[src/rtl/bds_pkg.sv]
package bds_pkg;

  localparam int LANES   = 4;
  localparam int CH_W    = 8;
  localparam int SUM_W   = 9;
  localparam int PX_W    = LANES * CH_W;
  localparam int PAIR_W  = LANES * SUM_W;
  localparam int ADDR_W  = 4;
  localparam int DATA_W  = 32;

  // register indexes (paddr[3:2])
  localparam logic [1:0] REG_SRC_WIDTH     = 2'd0;
  localparam logic [1:0] REG_SRC_HEIGHT    = 2'd1;
  localparam logic [1:0] REG_CHANNEL_COUNT = 2'd2;

  localparam logic [12:0] SRC_WIDTH_RST     = 13'd1;
  localparam logic [15:0] SRC_HEIGHT_RST    = 16'd1;
  localparam logic [2:0]  CHANNEL_COUNT_RST = 3'd4;

  // command queue between front and back
  localparam int CMDQ_DEPTH = 2;
  localparam int CMDQ_PTR_W = 1;
  localparam int CMDQ_CNT_W = 2;

  // result queue
  localparam int OUTQ_DEPTH = 4;
  localparam int OUTQ_PTR_W = 2;
  localparam int OUTQ_CNT_W = 3;

  // back-end operation codes
  localparam logic [1:0] OP_STORE = 2'd0;  // even row: park pair sums in line store
  localparam logic [1:0] OP_LOAD  = 2'd1;  // odd row: add to stored pair sums, emit
  localparam logic [1:0] OP_SELF  = 2'd2;  // height one: pair sums count twice, emit

  typedef struct packed {
    logic [12:0] src_width;
    logic [15:0] src_height;
    logic [2:0]  channel_count;
  } bds_cfg_t;

  typedef struct packed {
    logic [1:0]        op;
    logic              last;
    logic [LANES-1:0]  mask;
    logic [PAIR_W-1:0] pair;
  } bds_cmd_t;

  typedef struct packed {
    logic [PX_W-1:0] data;
    logic            last;
  } bds_out_t;

endpackage

[src/rtl/bds_cmdq.sv]
module bds_cmdq #(
  parameter int IDX_W = 11
) (
  input  logic              clk,
  input  logic              rst_n,
  input  logic              wr_en,
  input  bds_pkg::bds_cmd_t wr_cmd,
  input  logic [IDX_W-1:0]  wr_idx,
  output logic              full,
  input  logic              rd_en,
  output logic              rd_valid,
  output bds_pkg::bds_cmd_t rd_cmd,
  output logic [IDX_W-1:0]  rd_idx
);
  import bds_pkg::*;

  bds_cmd_t               cmd_q [CMDQ_DEPTH];
  logic [IDX_W-1:0]       idx_q [CMDQ_DEPTH];
  logic [CMDQ_PTR_W-1:0]  wp_r, wp_nxt, rp_r, rp_nxt;
  logic [CMDQ_CNT_W-1:0]  cnt_r, cnt_nxt;
  logic                   do_wr, do_rd;

  assign full     = (cnt_r == CMDQ_CNT_W'(CMDQ_DEPTH));
  assign rd_valid = (cnt_r != '0);
  assign do_wr    = wr_en & ~full;
  assign do_rd    = rd_en & rd_valid;
  assign rd_cmd   = cmd_q[rp_r];
  assign rd_idx   = idx_q[rp_r];

  always_comb begin
    wp_nxt  = do_wr ? wp_r + CMDQ_PTR_W'(1) : wp_r;
    rp_nxt  = do_rd ? rp_r + CMDQ_PTR_W'(1) : rp_r;
    cnt_nxt = cnt_r + CMDQ_CNT_W'(do_wr) - CMDQ_CNT_W'(do_rd);
  end

  always_ff @(posedge clk) begin
    if (!rst_n) begin
      wp_r  <= '0;
      rp_r  <= '0;
      cnt_r <= '0;
    end else begin
      wp_r  <= wp_nxt;
      rp_r  <= rp_nxt;
      cnt_r <= cnt_nxt;
    end
  end

  always_ff @(posedge clk) begin
    if (do_wr) begin
      cmd_q[wp_r] <= wr_cmd;
      idx_q[wp_r] <= wr_idx;
    end
  end

endmodule

[config.mk]
export PLATFORM = sky130hd
export DESIGN_NAME = bds_cmdq
export DESIGN_NICKNAME = d
export VERILOG_FILES = /design/src/rtl/bds_pkg.sv /design/src/rtl/bds_cmdq.sv
export SDC_FILE = /design/constraint.sdc
export NUM_CORES = 1
export LEC_CHECK = 0
export BUFFER_PORTS_ARGS = -buffer_cell sky130_fd_sc_hd__buf_2
export CORE_ASPECT_RATIO = 1.2
export CORE_UTILIZATION = 45
export DETAILED_ROUTE_END_ITERATION = 8
export PLACE_DENSITY = 0.7
export SLEW_MARGIN = 20
export SYNTH_ARGS = -nofsm -noshare
export SYNTH_HDL_FRONTEND = slang
export SYNTH_SLANG_ARGS = --single-unit
[constraint.sdc]
create_clock -name clk -period 10.4 [get_ports clk]
set_clock_uncertainty 0.2 [all_clocks]
set_input_delay 0.52 -clock clk [delete_from_list [all_inputs] [get_ports clk]]
set_output_delay 0.52 -clock clk [all_outputs]
set_load 0.005 [all_outputs]
==> metrics.txt <==
post-CTS setup buffer count 0; synthesized cell area between 4000 and 5000 sq um; Slew @ Worst Pin between 0.9 and 1 ns; Starting Density 46.1%; Critical Path Fanout Max 54; max cap viols 0; Largest stage delay, worst path slightly below 1 ns; DRC viols 0; Clk Latency, worst-skew pair 0.39 ns; largest net degree at the start of global routing 55; kind of critical path register to primary output; Final Max Slew Viols 0; flops & latches, synth around 110; total wire length around 6.7 mm; DP Area 5020 sq um; CP startpoint kind register; clk root buf clkbuf_16; I/O pins ~110; Avg Vias per Cell 4.63; R2R setup slack slightly above 8 ns; H-Tree Depth 4; arrival time at the worst endpoint slightly below 2 ns; drt pass-1 iters 6; initial antenna violation count 1; fmax 372 MHz; layout cells sized above 1 about 60%; cts repair resizes 0; first-pass GRT wire length 9.96 mm; TritonCTS sink count approximately 110; Final Critical Period between 2 and 3 ns; number of port buffers between 100 and 150; Worst Setup EP rd_cmd[40]; R2R depth 4; Die Span X 92.1 um; TritonCTS buffer count 17; Die ar. 10100 sq um; Leakage roughly 2.3 nW; Cells after DPL approximately 430; GRT Total Usage 13.8%; Routed Antenna Nets 0; area leader, netlist edfxtp_1; Core Area roughly 9500 sq um; FP Rows 39; sequential share of the synthesized area about three quarters; headroom to the max-slew limit between 30% and 40%; DP HPWL between 4 and 5 mm; leading cell type in the layout, fill and taps excluded buf_2; total grt overflow 0; routed via count between 2000 and 2500; post-synthesis cell type count 19; yosys warns 0; Starting DRT DRC Count 94; average size of a mapped cell about 22 sq um; status finished clean; Synth area leaders edfxtp_1, mux2_4, buf_12; most frequent cells in the layout buf_2, edfxtp_1, mux2_4; drt wl/cell ~15 um; Setup Total Neg Slack 0 ns; Post-CTS Hold Buffers 0; Pwr Density 273 nW/um^2; reg-to-reg startpoint cnt_r[0]$_SDFF_PN0_; Clock Tree Buf Depth 2; Final Hold Viols 0; Synth top area share about 74%; critical-path cell with the highest stage delay dfxtp_4; CTS tree built; Worst EP required approximately 9.7 ns; crit-path cells mux2_2 -> buf_2; # diodes 0; Final Net Count 383; non-filler instance count after layout 459; total power 0.00154 W; GP Congestion around 0.73; HP Class input pin to register; fin area ~5600 sq um; syn_nets around 260; Area Overhead vs Synth 28.2%; Cells after Synth ~200; Final Setup Violations 0; Reg clk slew, reported paths ~0.050 ns; RSZ-0062 raised after global routing false; Chip Height approximately 110 um; Worst setup EP type primary output; Tcrit/Tclk final between 20 and 30%; vias in the first global route ~2000; Reg-to-Reg End cmd_q[0][23]$_DFFE_PP_; worst vdd ir between 0.00015 and 0.0002 V
[layer usage]
layer,track usage [%],wire (um),up-vias
met5,0,0,-
met3,5.42,396,11
li1,-,-,1025
met1,15.6,2640,1017
met2,22.3,3520,73
met4,8.04,131,0
[sequential cells by signal, summed over array words and instances (netlist names), named ones only]
register / count
idx_q: 22
rp_r: 1
cnt_r: 2
wp_r: 1
cmd_q: 86
[worst max-delay path, delay by kind of cell, from the launching register on]
kind / cells / cell delay [ns]
DFF: 1 / 0.99
buffers and inverters: 1 / 0.13
muxes: 1 / 0.42
[synthesized netlist by cell type, drive strengths merged]
cell type / number
edfxtp: 108
nand2b: 2
mux2i: 1
nor3: 1
inv: 3
or2: 1
xor2: 1
nand2: 2
ha: 2
and2: 2
and3: 1
dfxtp: 5
nor2: 4
o21a: 1
xnor2: 1
buf: 6
mux2: 54
[kinds of logic after synthesis]
| family | count (synthesis) | synth area share [%] |
|---|---|---|
| flip-flops | 113 | 76.2 |
| multiplexers | 55 | 18.4 |
| AND/OR/NAND/NOR | 13 | 1.48 |
| buffers and inverters | 9 | 2.80 |
| XOR/XNOR | 2 | 0.399 |
| adder cells (fa/ha/maj) | 2 | 0.570 |
| AO/OA/AOI/OAI | 1 | 0.171 |
[layout make-up]
type / count / area (sq um)
Fill cell: 731 / 3890
Sequential cell: 113 / 3350
Multi-Input combinational cell: 73 / 930
Timing Repair Buffer: 115 / 581
Clock buffer: 18 / 429
Clock inverter: 14 / 170
Tap cell: 123 / 154
Inverter: 3 / 11.3
[per-stage QoR]
step	hold slack, ns	worst slack (ns)	utilization, %
after floorplan	0.255	6.86	-
after global routing	0.0934	7.61	59.1
after detailed placement	0.301	8.03	52.8
after CTS	0.0972	7.66	59.1
final	0.114	7.71	59.1
after global placement	0.295	8.09	52.8
[report_power, final]
group	internal, W	switching, W	leakage (nW)
Sequential	0.000589	0.0000618	1.05
Clock	0.000394	0.000179	0.289
Combinational	0.000197	0.000114	0.918
Total	0.00118	0.000355	2.26
[worst min-delay path by stage]
stage / startpoint / to / slack (ns) / cells past startpoint
finish: wr_idx[10] / idx_q[1][10]$_DFFE_PP_ / 0.11 / 1
global route: wr_idx[10] / idx_q[1][10]$_DFFE_PP_ / 0.09 / 1
CTS: wr_idx[10] / idx_q[1][10]$_DFFE_PP_ / 0.1 / 1
detailed placement: rp_r$_SDFFE_PN0P_ / register / 0.30 / 2
global placement: rp_r$_SDFFE_PN0P_ / rp_r$_SDFFE_PN0P_ / 0.29 / 2
floorplan: wp_r$_SDFFE_PN0P_ / wp_r$_SDFFE_PN0P_ / 0.25 / 2
(Power assumes the default switching activity.)
