### src/rtl/bds_pkg.sv
package bds_pkg;

  localparam int LANES   = 4;
  localparam int CH_W    = 8;
  localparam int SUM_W   = 9;
  localparam int PX_W    = LANES * CH_W;
  localparam int PAIR_W  = LANES * SUM_W;
  localparam int ADDR_W  = 4;
  localparam int DATA_W  = 32;

  // register indexes (paddr[3:2])
  localparam logic [1:0] REG_SRC_WIDTH     = 2'd0;
  localparam logic [1:0] REG_SRC_HEIGHT    = 2'd1;
  localparam logic [1:0] REG_CHANNEL_COUNT = 2'd2;

  localparam logic [12:0] SRC_WIDTH_RST     = 13'd1;
  localparam logic [15:0] SRC_HEIGHT_RST    = 16'd1;
  localparam logic [2:0]  CHANNEL_COUNT_RST = 3'd4;

  // command queue between front and back
  localparam int CMDQ_DEPTH = 2;
  localparam int CMDQ_PTR_W = 1;
  localparam int CMDQ_CNT_W = 2;

  // result queue
  localparam int OUTQ_DEPTH = 4;
  localparam int OUTQ_PTR_W = 2;
  localparam int OUTQ_CNT_W = 3;

  // back-end operation codes
  localparam logic [1:0] OP_STORE = 2'd0;  // even row: park pair sums in line store
  localparam logic [1:0] OP_LOAD  = 2'd1;  // odd row: add to stored pair sums, emit
  localparam logic [1:0] OP_SELF  = 2'd2;  // height one: pair sums count twice, emit

  typedef struct packed {
    logic [12:0] src_width;
    logic [15:0] src_height;
    logic [2:0]  channel_count;
  } bds_cfg_t;

  typedef struct packed {
    logic [1:0]        op;
    logic              last;
    logic [LANES-1:0]  mask;
    logic [PAIR_W-1:0] pair;
  } bds_cmd_t;

  typedef struct packed {
    logic [PX_W-1:0] data;
    logic            last;
  } bds_out_t;

endpackage

### src/rtl/bds_front.sv
module bds_front #(
  parameter int MAX_WIDTH = 4096
) (
  input  logic                          clk,
  input  logic                          rst_n,
  input  bds_pkg::bds_cfg_t             cfg,
  input  logic                          restart,
  input  logic                          accept,
  input  logic [bds_pkg::PX_W-1:0]      px,
  output logic                          cmd_valid,
  output bds_pkg::bds_cmd_t             cmd,
  output logic [((MAX_WIDTH/2 > 1) ? $clog2(MAX_WIDTH/2) : 1)-1:0] cmd_idx
);
  import bds_pkg::*;

  localparam int LINE_DEPTH = (MAX_WIDTH / 2 > 1) ? MAX_WIDTH / 2 : 1;
  localparam int IDX_W      = (MAX_WIDTH / 2 > 1) ? $clog2(MAX_WIDTH / 2) : 1;
  localparam int COL_W      = $clog2(MAX_WIDTH);
  localparam int WW         = $clog2(MAX_WIDTH + 1);
  localparam int EW         = (WW > 13) ? WW : 13;

  logic [COL_W-1:0]  col_r, col_nxt;
  logic [15:0]       row_r, row_nxt;
  logic [PX_W-1:0]   held_r, held_nxt;

  logic [EW-1:0]     eff_w, dst_w, half, idx;
  logic [15:0]       eff_h, dst_h;
  logic [2:0]        nch;
  logic              w_one, h_one, ready, last_col, last_row;

  always_comb begin
    logic [EW-1:0] wide_w;
    wide_w = EW'(cfg.src_width);
    if (cfg.src_width == 13'd0) begin
      eff_w = EW'(1);
    end else if (wide_w > EW'(MAX_WIDTH)) begin
      eff_w = EW'(MAX_WIDTH);
    end else begin
      eff_w = wide_w;
    end
    eff_h = (cfg.src_height == 16'd0) ? 16'd1 : cfg.src_height;
    if (cfg.channel_count == 3'd0) begin
      nch = 3'd1;
    end else if (cfg.channel_count > 3'd4) begin
      nch = 3'd4;
    end else begin
      nch = cfg.channel_count;
    end
  end

  assign w_one    = (eff_w == EW'(1));
  assign h_one    = (eff_h == 16'd1);
  assign ready    = w_one | col_r[0];
  assign last_col = (EW'(col_r) >= eff_w - EW'(1));
  assign last_row = (row_r >= eff_h - 16'd1);
  assign half     = EW'(col_r) >> 1;
  assign idx      = (half > EW'(LINE_DEPTH - 1)) ? EW'(LINE_DEPTH - 1) : half;
  assign dst_w    = w_one ? EW'(1) : (eff_w >> 1);
  assign dst_h    = h_one ? 16'd1 : (eff_h >> 1);

  // horizontal pair sums and command build
  always_comb begin
    logic [CH_W-1:0] a, b;
    cmd.pair = '0;
    for (int k = 0; k < LANES; k++) begin
      a = px[k*CH_W +: CH_W];
      b = w_one ? a : held_r[k*CH_W +: CH_W];
      cmd.pair[k*SUM_W +: SUM_W] = {1'b0, a} + {1'b0, b};
      cmd.mask[k] = (3'(k) < nch);
    end
    if (h_one) begin
      cmd.op = OP_SELF;
    end else if (!row_r[0]) begin
      cmd.op = OP_STORE;
    end else begin
      cmd.op = OP_LOAD;
    end
    cmd.last = (idx == dst_w - EW'(1)) && ((row_r >> 1) == dst_h - 16'd1);
  end

  assign cmd_idx   = idx[IDX_W-1:0];
  assign cmd_valid = accept & ready;

  always_comb begin
    col_nxt  = col_r;
    row_nxt  = row_r;
    held_nxt = held_r;
    if (restart) begin
      col_nxt  = '0;
      row_nxt  = '0;
      held_nxt = '0;
    end else if (accept) begin
      if (!ready) begin
        held_nxt = px;
      end
      if (last_col) begin
        col_nxt = '0;
        row_nxt = last_row ? 16'd0 : row_r + 16'd1;
      end else begin
        col_nxt = col_r + COL_W'(1);
      end
    end
  end

  always_ff @(posedge clk) begin
    if (!rst_n) begin
      col_r  <= '0;
      row_r  <= '0;
      held_r <= '0;
    end else begin
      col_r  <= col_nxt;
      row_r  <= row_nxt;
      held_r <= held_nxt;
    end
  end

endmodule

### config.mk
export PLATFORM = sky130hd
export DESIGN_NAME = bds_front
export DESIGN_NICKNAME = d
export VERILOG_FILES = /design/src/rtl/bds_pkg.sv /design/src/rtl/bds_front.sv
export SDC_FILE = /design/constraint.sdc
export NUM_CORES = 1
export LEC_CHECK = 0
export BUFFER_PORTS_ARGS = -buffer_cell sky130_fd_sc_hd__buf_2
export CORE_MARGIN = 1.5
export CORE_UTILIZATION = 61
export CTS_CLUSTER_SIZE = 20
export DETAILED_ROUTE_END_ITERATION = 6
export PLACE_DENSITY = 0.95
export SLEW_MARGIN = 20
export SYNTH_ARGS = -nofsm -noshare
export SYNTH_HDL_FRONTEND = slang
export SYNTH_SLANG_ARGS = --single-unit
### constraint.sdc
create_clock -name clk -period 7.25 [get_ports clk]
set_clock_uncertainty 0.2 [all_clocks]
set_input_delay 0.725 -clock clk [delete_from_list [all_inputs] [get_ports clk]]
set_output_delay 0.725 -clock clk [all_outputs]
set_load 0.02 [all_outputs]
==> flow_summary_export.csv <==
group,metric,value,unit
outcome,status,"complete, no violations",
finish,n_antenna_cell,0,
logic_synthesis,synth_top_area_cell,"dfxtp_1",
timing,max_freq,160,MHz
clock_tree,h-tree-depth,3,
global_route,first_global_vias,5491,
timing,relSlewSlack,24.6,%
power_and_ir_drop,internal_power,0.596,mW
timing,fin_crit_sh,86.1,%
timing,fin_crit,6240,ps
power_and_ir_drop,vdd_drop_max,0.0925,mV
finish,post-route-util,70.6,%
routing,vias,5810,
timing,setup_violations,0,
global_route,antenna_found_initial,0,
finish,final_area,0.00687,sq mm
clock_tree,cts_buffers,9,
setup_path,path_cells,"buf_2, nor4_4, nand2_1, nor3_1, o21ai_0, inv_1, ha_1, nor3b_1, nand4_2, buf_4, mux2_2, fa_1, a21o_1, a21oi_1, o21bai_1, a21oi_1, nor2b_1, o21ai_0, nand2b_1, buf_2",
logic_synthesis,synthFlopType,"dfxtp_1",
timing,worst_pin_slew,1130,ps
logic_synthesis,synthesis.area,0.00609,sq mm
setup_path,cp-start-kind,"input pin",
routing,firstDrtPassIters,5,
finish,fillers,798,
setup_path,required,6320,ps
setup_path,critPathTopFamily,"simple AND/OR/NAND/NOR gates",
finish,nNetsFinal,1008,
flow_run,timing.max_cap.violations,0,
global_route,grt_max_degree,37,
routing,viasPerCell,5.78,
power_and_ir_drop,pwr-share-clk,33.1,%
timing,fin_tns_setup,0,ps
die,dieHeight,103,microns
setup_path,critical_path_arrival,5320,ps
power_and_ir_drop,p_per_area,127,mW/mm^2
finish,area_growth_syn_to_layout,12.7,%
power_and_ir_drop,power.switching,0.280,mW
global_route,grt_pass1_wl,24500,microns
global_route,globalRouteOverflowTotal,0,
die,coreArea,0.00973,sq mm
power_and_ir_drop,switching_share,32.0,%
routing,antenna_left,0,
setup_path,slowest_delay,560,ps
logic_synthesis,ys_seq_area_share,19.7,%
die,die_area,0.0106,sq mm
logic_synthesis,synth_cell_type_count,65,
logic_synthesis,synthCells,781,
routing,wl_per_cell,14.9,microns
setup_path,slowest_stage,"nand4_2",
logic_synthesis,synth_top_area_share,19.7,%
logic_synthesis,yosys_warnings,0,
logic_synthesis,synthTopCellsByArea,"dfxtp_1 (20%), ha_1 (14%), xnor2_1 (8.2%), a21oi_1 (6.4%), nand2_1 (6.3%)",
timing,finalMaxSlewViolations,0,
setup_path,crit_path_end_kind,"output pin",
global_route,track_usage,28.8,%
routing,wl,14900,microns
worst_hold_path,hold_class,"reg -> reg",
logic_synthesis,synth_edf_count,0,
clock_tree,cts_tree,"built",
clock_tree,cts_root_buffer,"clkbuf_8",
clock_tree,clk_pin_slew,60,ps
clock_tree,cts.path.max_buffers,2,
setup_path,critPathBufInv,4,
power_and_ir_drop,pwr-share-seq,38.7,%
clock_tree,cts_resized,0,
logic_synthesis,avgSynthCellArea,7.80,sq um
die,rows,36,
clock_tree,cts_hold_buf,0,
routing,drt_iter0_markers,240,
setup_path,cp_max_fo,18,
placed_design,hpwlAfterDp,11800,microns
die,io_pins,123,
routing,drc,0,
placed_design,gp_congestion,0.995,
clock_tree,clock-sinks,60,
logic_synthesis,ys_async_sr_fraction,0,%
logic_synthesis,synthesis.nets,921,
timing,hold_viol,0,
die,start_util,62.6,%
logic_synthesis,synth_seq_cells,60,
die,die_w,103,microns
power_and_ir_drop,p_comb_share,28.2,%
clock_tree,clock_latency,330,ps
setup_path,path_class,"in -> out",
finish,drive_gt1_share,21.2,%
placed_design,io_buffers,121,
placed_design,placed_area,0.00668,sq mm
clock_tree,post-cts-setup-buffer-count,0,
power_and_ir_drop,p_leak,3.13,nW
timing,grt_setup_unrepaired,"no",
==> cells by family after synthesis <==
kind of cell | Yosys count | synth area share (%)
buf+inv | 73 | 5.11
mux | 39 | 7.08
simple gates | 276 | 22.4
other cells | 1 | 0.0615
flops | 60 | 19.7
fa+ha+maj | 72 | 15.3
xor+xnor | 92 | 13.2
compound gates | 168 | 17.1
==> synthesized netlist by cell type (6+ instances only) <==
cell / number
a21oi_1: 78
dfxtp_1: 60
nor3_1: 19
ha_1: 68
xor2_1: 35
nand2b_1: 13
o21ai_0: 19
mux2i_1: 6
nor4_1: 8
nand3_1: 20
mux2_2: 33
o21bai_1: 9
clkbuf_1: 37
nor2_1: 54
a211oi_1: 6
and3_1: 10
o21a_1: 6
nor2b_1: 12
nand2_1: 103
a21o_1: 16
inv_1: 22
xnor2_1: 57
==> power by group through the flow <==
stage               sequential [mW]  combinational, mW  clock, mW
floorplan                     0.345              0.168          0
global placement              0.346              0.236          0
detailed placement            0.346              0.243          0
CTS                           0.339              0.246      0.297
global route                  0.339              0.270      0.311
finish                        0.339              0.247      0.290
==> layer usage <==
metal  global-route usage (%)  vias up  share of wire [%]
met5                        0        -                  0
met4                     11.4        0                2.4
met3                     5.76       33                5.8
met2                     50.1      188                 49
met1                     34.8     2674                 43
li1                         -     2915                  -
==> worst min-delay path, cell delays in order, from the launching register on <==
cell	delay (ps)
dfxtp_1	310
nand2_1	50
a21oi_1	50
==> final timing paths <==
check / from / endpoint / slack [ps] / cells past startpoint
worst max register to register: col_r[0]$_SDFFE_PP0P_ / row_r[15]$_SDFFE_PP0P_ / 4010 / 10
worst min-delay path: held_r[25]$_SDFFE_PP0P_ / held_r[25]$_SDFFE_PP0P_ / 250 / 2
worst max-delay path: cfg[24] / cmd[26] / 1010 / 20
worst min register to register: held_r[25]$_SDFFE_PP0P_ / held_r[25]$_SDFFE_PP0P_ / 250 / 2
==> registers in the layout (all words and copies together) (netlist names) <==
signal / count
col_r: 12
held_r: 32
row_r: 16
==> placed cells by master, fill, tap and decap left out, drive strengths merged, types with 5 or more instances in the layout <==
master,n
inv,22
o21bai,9
or3,5
and3,10
ha,68
nor3,20
clkbuf,10
nand2b,13
buf,126
mux2,33
xor2,35
nor4,11
xnor2,57
nand4,5
mux2i,6
o21ai,19
nor2,54
a21o,16
or4,5
o21a,6
a211oi,6
nand3,21
dfxtp,60
nand2,104
a21oi,78
nor2b,12
==> through the flow <==
stage,setup WS [ps],hold slack [ps],cells,power (mW)
after floorplan,1740,233,781,0.513
after global placement,1180,239,990,0.582
after detailed placement,1030,247,990,0.589
after CTS,1010,256,1005,0.881
after global routing,526,272,1005,0.921
final,1010,253,1005,0.876
==> layout make-up <==
cell class                      instances  area, sq um  area share (%)
Clock inverter                          5         52.6           0.765
Clock buffer                           10          138            2.00
Inverter                               23         86.3            1.26
Timing Repair Buffer                  126          643            9.36
Tap cell                              133          166            2.42
Sequential cell                        60         1200            17.5
Multi-Input combinational cell        648         4580            66.7
(Power assumes the default switching activity.)
